## config.mk

```make
export PLATFORM = sky130hd
export DESIGN_NAME = sha1_message_hasher_top
export DESIGN_NICKNAME = d
export VERILOG_FILES = /design/src/sv/sha1_pkg.sv /design/src/sv/sha1_front.sv /design/src/sv/sha1_back.sv /design/src/sv/sha1_message_hasher_top.sv
export SDC_FILE = /design/constraint.sdc
export NUM_CORES = 2
export LEC_CHECK = 0
export BUFFER_PORTS_ARGS = -buffer_cell sky130_fd_sc_hd__buf_2
export CAP_MARGIN = 40
export CORE_ASPECT_RATIO = 0.6
export CORE_UTILIZATION = 41
export CTS_CLUSTER_DIAMETER = 100
export CTS_CLUSTER_SIZE = 16
export DETAILED_ROUTE_END_ITERATION = 12
export HOLD_SLACK_MARGIN = 0.06
export SETUP_SLACK_MARGIN = 0.4
export SLEW_MARGIN = 0
export SYNTH_ARGS = -nofsm -noshare
export SYNTH_HDL_FRONTEND = slang
export SYNTH_SLANG_ARGS = --single-unit
```

## constraint.sdc

```tcl
create_clock -name clk -period 11 [get_ports clk]
set_input_delay 1.1 -clock clk [delete_from_list [all_inputs] [get_ports clk]]
set_output_delay 1.1 -clock clk [all_outputs]
set_load 0.005 [all_outputs]
```

## src/sv/sha1_pkg.sv

```systemverilog
// sha1_pkg: constants, types and round helpers shared by the sha-1 hasher
// no dependencies
`timescale 1ns / 1ps
`default_nettype none
package sha1_pkg;

	localparam logic [31:0] H0 = 32'h67452301;
	localparam logic [31:0] H1 = 32'hefcdab89;
	localparam logic [31:0] H2 = 32'h98badcfe;
	localparam logic [31:0] H3 = 32'h10325476;
	localparam logic [31:0] H4 = 32'hc3d2e1f0;
	localparam logic [7:0]  PAD_BYTE = 8'h80;

	// one queued item between the front and the back
	typedef struct packed {
		logic [7:0] data_byte;
		logic       byte_present;
		logic       end_of_message;
	} item_t;

	function automatic logic [31:0] round_const(input logic [6:0] t);
		logic [31:0] k;
		begin
			if (t < 7'd20)      k = 32'h5a827999;
			else if (t < 7'd40) k = 32'h6ed9eba1;
			else if (t < 7'd60) k = 32'h8f1bbcdc;
			else                k = 32'hca62c1d6;
			return k;
		end
	endfunction

	function automatic logic [31:0] round_fn(input logic [6:0] t, input logic [31:0] b,
		input logic [31:0] c, input logic [31:0] d);
		logic [31:0] f;
		begin
			if (t < 7'd20)      f = (b & c) ^ (~b & d);
			else if (t < 7'd40) f = b ^ c ^ d;
			else if (t < 7'd60) f = (b & c) ^ (b & d) ^ (c & d);
			else                f = b ^ c ^ d;
			return f;
		end
	endfunction

endpackage
`default_nettype wire

```

## src/sv/sha1_front.sv

```systemverilog
// sha1_front: two-entry input item queue
// depends on sha1_pkg
`timescale 1ns / 1ps
`default_nettype none
module sha1_front (
	input  wire                  clk,
	input  wire                  arst_n,
	input  wire                  in_valid,
	output logic                 in_ready,
	input  wire sha1_pkg::item_t in_item,
	output logic                 q_valid,
	input  wire                  q_ready,
	output sha1_pkg::item_t      q_item
);
	import sha1_pkg::*;

	item_t      mem_q [2];
	logic       wr_q, rd_q;
	logic [1:0] cnt_q;
	logic       push, pop;

	// items with neither flag do nothing, drop them here
	assign in_ready = (cnt_q != 2'd2);
	assign push = in_valid && in_ready && (in_item.byte_present || in_item.end_of_message);
	assign q_valid = (cnt_q != 2'd0);
	assign pop = q_valid && q_ready;
	assign q_item = mem_q[rd_q];

	always_ff @(posedge clk) begin
		if (push) mem_q[wr_q] <= in_item;
	end

	always_ff @(posedge clk or negedge arst_n) begin
		if (!arst_n) begin
			wr_q  <= 1'b0;
			rd_q  <= 1'b0;
			cnt_q <= 2'd0;
		end else begin
			if (push) wr_q <= ~wr_q;
			if (pop)  rd_q <= ~rd_q;
			cnt_q <= cnt_q + {1'b0, push} - {1'b0, pop};
		end
	end
endmodule
`default_nettype wire

```

## src/sv/sha1_back.sv

```systemverilog
// sha1_back: byte packing, padding, 80-round compression and digest output
// depends on sha1_pkg
`timescale 1ns / 1ps
`default_nettype none
module sha1_back (
	input  wire                  clk,
	input  wire                  arst_n,
	input  wire                  q_valid,
	output logic                 q_ready,
	input  wire sha1_pkg::item_t q_item,
	output logic                 out_valid,
	input  wire                  out_ready,
	output logic [31:0]          digest_word,
	output logic [2:0]           word_index,
	output logic                 last_word
);
	import sha1_pkg::*;

	typedef enum logic [5:0] {
		ST_IDLE  = 6'b000001,
		ST_PAD   = 6'b000010,
		ST_ROUND = 6'b000100,
		ST_ADD   = 6'b001000,
		ST_LEN   = 6'b010000,
		ST_EMIT  = 6'b100000
	} state_t;

	state_t      state_q;
	logic [31:0] w_q [16];
	logic [31:0] h_q [5];
	logic [31:0] a_q, b_q, c_q, d_q, e_q;
	logic [63:0] count_q;
	logic [6:0]  round_q;
	logic        fin_q;      // compression is part of the final padding
	logic        len_q;      // the length words are in the current block
	logic [2:0]  idx_q;

	logic [5:0]  pos;
	logic [3:0]  wsel;
	logic [31:0] w_new, w_cur, tmp;
	logic [63:0] bits;

	assign pos  = count_q[5:0];
	assign wsel = pos[5:2];
	assign bits = {count_q[60:0], 3'b000};

	// the schedule lives in a 16-word window shifted once per round
	assign w_new = {w_q[13][30:0] ^ w_q[8][30:0] ^ w_q[2][30:0] ^ w_q[0][30:0],
		w_q[13][31] ^ w_q[8][31] ^ w_q[2][31] ^ w_q[0][31]};
	assign w_cur = (round_q < 7'd16) ? w_q[0] : w_new;
	assign tmp = {a_q[26:0], a_q[31:27]} + round_fn(round_q, b_q, c_q, d_q) + e_q
		+ round_const(round_q) + w_cur;

	assign q_ready     = (state_q == ST_IDLE);
	assign out_valid   = (state_q == ST_EMIT);
	assign digest_word = h_q[idx_q];
	assign word_index  = idx_q;
	assign last_word   = (idx_q == 3'd4);

	function automatic logic [31:0] put_byte(input logic [31:0] w, input logic [1:0] sel,
		input logic [7:0] v);
		logic [31:0] r;
		begin
			r = w;
			case (sel)
				2'd0: r = {v, 24'd0};
				2'd1: r[23:16] = v;
				2'd2: r[15:8] = v;
				2'd3: r[7:0] = v;
				default: r = w;
			endcase
			return r;
		end
	endfunction

	always_ff @(posedge clk) begin
		case (state_q)
			ST_IDLE: if (q_valid && q_item.byte_present)
				w_q[wsel] <= put_byte(w_q[wsel], pos[1:0], q_item.data_byte);
			ST_PAD: begin
				w_q[wsel] <= put_byte(w_q[wsel], pos[1:0], PAD_BYTE);
				for (int i = 0; i < 16; i++)
					if (4'(i) > wsel) w_q[i] <= 32'd0;
			end
			ST_LEN: begin
				for (int i = 0; i < 14; i++)
					if (!len_q) w_q[i] <= 32'd0;
				w_q[14] <= bits[63:32];
				w_q[15] <= bits[31:0];
			end
			ST_ROUND: begin
				for (int i = 0; i < 15; i++) w_q[i] <= w_q[i+1];
				w_q[15] <= w_cur;
				a_q <= tmp;
				b_q <= a_q;
				c_q <= {b_q[1:0], b_q[31:2]};
				d_q <= c_q;
				e_q <= d_q;
			end
			default: ;
		endcase
		if (state_q != ST_ROUND && state_q != ST_ADD && state_q != ST_EMIT) begin
			a_q <= h_q[0]; b_q <= h_q[1]; c_q <= h_q[2]; d_q <= h_q[3]; e_q <= h_q[4];
		end
	end

	always_ff @(posedge clk or negedge arst_n) begin
		if (!arst_n) begin
			state_q <= ST_IDLE;
			h_q[0] <= H0; h_q[1] <= H1; h_q[2] <= H2; h_q[3] <= H3; h_q[4] <= H4;
			count_q <= 64'd0;
			round_q <= 7'd0;
			fin_q   <= 1'b0;
			len_q   <= 1'b0;
			idx_q   <= 3'd0;
		end else begin
			case (state_q)
				ST_IDLE: if (q_valid) begin
					if (q_item.byte_present) count_q <= count_q + 64'd1;
					fin_q <= q_item.end_of_message;
					if (q_item.byte_present && pos == 6'd63) state_q <= ST_ROUND;
					else if (q_item.end_of_message) state_q <= ST_PAD;
				end
				ST_PAD: begin
					fin_q <= 1'b1;
					// no room for the length words: one extra block
					if (pos > 6'd55) begin
						len_q <= 1'b0;
						state_q <= ST_ROUND;
					end else begin
						len_q <= 1'b1;
						state_q <= ST_LEN;
					end
				end
				ST_LEN: begin
					len_q <= 1'b1;
					state_q <= ST_ROUND;
				end
				ST_ROUND: begin
					round_q <= round_q + 7'd1;
					if (round_q == 7'd79) begin
						round_q <= 7'd0;
						state_q <= ST_ADD;
					end
				end
				ST_ADD: begin
					h_q[0] <= h_q[0] + a_q; h_q[1] <= h_q[1] + b_q;
					h_q[2] <= h_q[2] + c_q; h_q[3] <= h_q[3] + d_q;
					h_q[4] <= h_q[4] + e_q;
					if (!fin_q) state_q <= ST_IDLE;
					else if (len_q) state_q <= ST_EMIT;
					// the block-filling byte also ended the message: pad a fresh block
					else if (pos == 6'd0) state_q <= ST_PAD;
					else state_q <= ST_LEN;
				end
				ST_EMIT: if (out_ready) begin
					idx_q <= idx_q + 3'd1;
					if (idx_q == 3'd4) begin
						idx_q <= 3'd0;
						h_q[0] <= H0; h_q[1] <= H1; h_q[2] <= H2; h_q[3] <= H3; h_q[4] <= H4;
						count_q <= 64'd0;
						fin_q <= 1'b0;
						len_q <= 1'b0;
						state_q <= ST_IDLE;
					end
				end
				default: state_q <= ST_IDLE;
			endcase
		end
	end
endmodule
`default_nettype wire

```

## src/sv/sha1_message_hasher_top.sv

```systemverilog
// sha1_message_hasher_top: sha-1 hasher taking one message byte per transfer
// depends on sha1_pkg, sha1_front, sha1_back
`timescale 1ns / 1ps
`default_nettype none
// SHA-1 over a byte stream. Each transfer carries one optional byte; the transfer
// with end_of_message set pads the message and returns the five digest words, index 0
// first, as five output transfers. A byte that completes a 64-byte block starts its
// compression in the single round unit (80 rounds and the chaining add), and the back
// end takes no further items until it is done. The end of message costs one or two
// further blocks, the PAD and LEN states and five output transfers. A two-entry queue
// in front accepts up to two input transfers while the round unit is busy.
module sha1_message_hasher_top (
	input  wire         clk,
	input  wire         arst_n,
	input  wire         in_valid,
	output logic        in_ready,
	input  wire [7:0]   data_byte,
	input  wire         byte_present,
	input  wire         end_of_message,
	output logic        out_valid,
	input  wire         out_ready,
	output logic [31:0] digest_word,
	output logic [2:0]  word_index,
	output logic        last_word
);
	import sha1_pkg::*;

	item_t in_item, q_item;
	logic  q_valid, q_ready;

	assign in_item = '{data_byte: data_byte, byte_present: byte_present,
		end_of_message: end_of_message};

	sha1_front u_front (
		.clk(clk), .arst_n(arst_n), .in_valid(in_valid), .in_ready(in_ready),
		.in_item(in_item), .q_valid(q_valid), .q_ready(q_ready), .q_item(q_item)
	);

	sha1_back u_back (
		.clk(clk), .arst_n(arst_n), .q_valid(q_valid), .q_ready(q_ready),
		.q_item(q_item), .out_valid(out_valid), .out_ready(out_ready),
		.digest_word(digest_word), .word_index(word_index), .last_word(last_word)
	);
endmodule
`default_nettype wire

```

==> results.toml <==
[global_routing]
grtUsageTotal = 0.263
grt_pass1_wl_mm = 265
grt_max_degree = 198
grt_pass1_vias = 39200
antenna_found_initial = 7
overflow = 0

[clock_network]
post_cts_buffers = 0
cts_sinks = 935
cts.repair.resized = 0
cts_buffer_depth = 3
numCtsBuffers = 68
cts_max_level = 3
clk_latency_ns = 0.71
cts_tree = "built"
hold_buffers = 0
clock-root-buffer = "clkbuf_16"
clk_pin_slew_ns = 0.09

[synth]
ys_ff_latch = 935
synthCells = 5370
ys_seq_area_frac = 0.494
synth_area_leaders = "edfxtp_1 (37%), dfrtp_1 (7.5%), nand2_1 (6.3%)"
synth_cell_type_count = 94
synth_edf_count = 660
netlist_area_um2 = 53900
yosysTopAreaCell = "edfxtp_1"
synth_area_per_cell_um2 = 10.0
synth_top_area_frac = 0.368
synth_nets = 5709
yosys_warnings = 0
ys.flop_type = "edfxtp_1"
async_reset_ff_frac = 0.260

[placed_design]
placed_cells = 7010
place_area_um2 = 56700
dp_hpwl_mm = 131
port_buffers = 51
place_congestion = 0.965

[critical_path]
setup.worst_path.start = "u_back.round_q[5]$_DFFE_PN0P_"
critPathKind = "reg2reg"
worst_path_max_delay_cell = "a41oi_1"
critical_path.most_common_cell = "fa_1"
crit_path_cell_trace = "a41oi_1, nand2_1, buf_4, nand2_1, buf_4, o221a_2, fa_1, fa_1, inv_1, fa_1, inv_1, ha_1, nor2b_1, o21ai_1, a21boi_1, o32a_1, a21o_1, nand3_1, a21boi_1, or4b_1, a31oi_1, xnor2_1, a21oi_1"
slowest_delay_ns = 0.55
critPathCaptureType = "flop"
critical_path_required_ns = 11.41
r2r-start = "u_back.round_q[5]$_DFFE_PN0P_"
crit_path_start_kind = "flop"
worst_ep_arrival_time_ns = 7.51
worst-path-max-fanout = 37

[die]
die_h_um = 283
die_area_um2 = 133000
start_util = 0.416
fp-row-count = 102
io_pins = 52
die_x_um = 470
coreArea_um2 = 130000

[power]
p_leak_nw = 24.3
ir_drop_mv = 0.240
p_per_area_nw_per_um2 = 287

[timing]
fmaxAchievable_mhz = 141
setup_viol = 0
finalClockSkew_ns = 0.0378
period_minus_slack_ns = 7.09
finalSetupTns_ns = 0
finalMaxSlewViolations = 0
timing.final.crit_share = 0.645
tightest_slew_ns = 1.27
slew-limit-headroom = 0.157
rsz0062_at_grt = "false"
final_hold_viol_count = 0

[final_layout]
design_area_um2 = 58800
syn2layout_area_growth_pct = 8.98
fillers = 12300
nets = 5705
post-route-util = 0.453
stdcell_count = 7139
drive_gt1_frac = 0.0813

[min_path]
hold_class = "in2async"

[route]
drcViolationCount = 0
drt-total-wl_mm = 178
vias = 42700
drt_pass1_iterations = 6
post_drt_wl_per_cell_um = 25.0
drtIter0Drc = 5619
viasPerCell = 5.98
final_antenna_net_count = 0

[status]
outcome = "completed"

[flow_run]
drv_cap = 0
==> layer usage <==
layer / GRT usage / routed length, um
met5: 0.00462 / 112
met4: 0.0384 / 2180
met3: 0.0853 / 22500
met2: 0.327 / 66300
met1: 0.433 / 87300
==> power by group <==
| group | total, mW | leakage [nW] | switching [mW] | internal [mW] |
|---|---|---|---|---|
| Combinational | 8.71 | 14.2 | 5.38 | 3.33 |
| Sequential | 5.58 | 9.06 | 0.678 | 4.90 |
| Clock | 2.58 | 0.972 | 1.36 | 1.22 |
==> final timing paths <==
kind / endpoint / slack, ns / cells after the start
worst min-delay path: u_back.h_q[35]$_DFFE_PN0P_ / 0.37 / 1
worst max-delay path: u_back.a_q[31]$_DFFE_PP_ / 3.91 / 23
worst min register to register: u_back.w_q[0][3]$_SDFFE_PP0P_ / 0.49 / 2
worst max register to register: u_back.a_q[31]$_DFFE_PP_ / 3.91 / 23
min in group clk: u_back.w_q[0][3]$_SDFFE_PP0P_ / 0.49 / 2
max in group asynchronous: u_back.h_q[157]$_DFFE_PN1P_ / 9.00 / 4
==> cell families after synthesis <==
group           count (synthesis)  synth area share
buf+inv                       512            0.0359
simple gates                 1623             0.128
flops                         935             0.494
fa+ha+maj                     325            0.0927
mux                           120            0.0227
xor+xnor                      300            0.0487
compound gates               1555             0.177
==> critical path, delay by kind of cell (launching register included) <==
| kind | cells | cell delay (ns) |
|---|---|---|
| AO/OA/AOI/OAI | 9 | 2.38 |
| buffers and inverters | 4 | 0.80 |
| AND/OR/NAND/NOR | 5 | 1.14 |
| flip-flops | 1 | 0.50 |
| adder cells (fa/ha/maj) | 4 | 1.81 |
| XOR/XNOR | 1 | 0.14 |
==> area by class of cell <==
| class | instances | area (um2) | area share |
|---|---|---|---|
| multi-input combinational | 3923 | 25400 | 0.433 |
| tap | 1716 | 2150 | 0.0365 |
| sequential | 935 | 26600 | 0.453 |
| inverter | 233 | 875 | 0.0149 |
| clock inverter | 7 | 110 | 0.00187 |
| timing repair buffer | 205 | 1600 | 0.0273 |
| clock buffer | 119 | 1940 | 0.0329 |
| antenna | 1 | 2.50 | 0.0000426 |
==> flip-flops by register name (all words and copies together) (netlist names), 2 cells and up <==
| register | flops |
|---|---|
| u_back.b_q | 32 |
| u_back.c_q | 32 |
| u_front.mem_q | 20 |
| u_back.state_q | 6 |
| u_back.count_q | 61 |
| u_back.h_q | 160 |
| u_back.a_q | 32 |
| u_back.word_index | 3 |
| u_back.e_q | 32 |
| u_back.round_q | 7 |
| u_front.cnt_q | 2 |
| u_back.d_q | 32 |
| u_back.w_q | 512 |
==> layout by cell type, fill, tap and decap left out, drive strengths merged, types with 57 or more instances in the layout <==
master / synthesis / layout
nand2: 906 / 906
edfxtp: 660 / 660
o21ai: 571 / 571
a21oi: 361 / 361
nor2: 354 / 354
a21o: 263 / 263
inv: 233 / 238
buf: 27 / 202
ha: 201 / 201
xnor2: 183 / 183
dfrtp: 162 / 162
fa: 124 / 124
clkbuf: 252 / 120
xor2: 117 / 117
mux2i: 112 / 112
dfstp: 81 / 81
nor3: 72 / 72
nand3: 60 / 60
o22ai: 57 / 57
==> through the flow <==
step                      setup slack (ns)  total power, mW  hold slack [ns]
after floorplan                       1.44             11.2            0.455
after global placement                4.17             13.8            0.468
after detailed placement              4.11             14.0            0.478
after CTS                             4.05             16.7            0.396
after global routing                  3.53             17.9            0.394
final                                 3.91             16.9            0.374
==> cell usage after synthesis (112+ instances only) <==
cell and n:
nand2_1 905, edfxtp_1 660, o21ai_0 547, a21oi_1 358
nor2_1 353, a21o_1 263, clkbuf_1 252, inv_1 233
ha_1 201, xnor2_1 183, dfrtp_1 162, fa_1 124
xor2_1 117, mux2i_1 112
No activity file was read; power rests on OpenSTA's default activity.
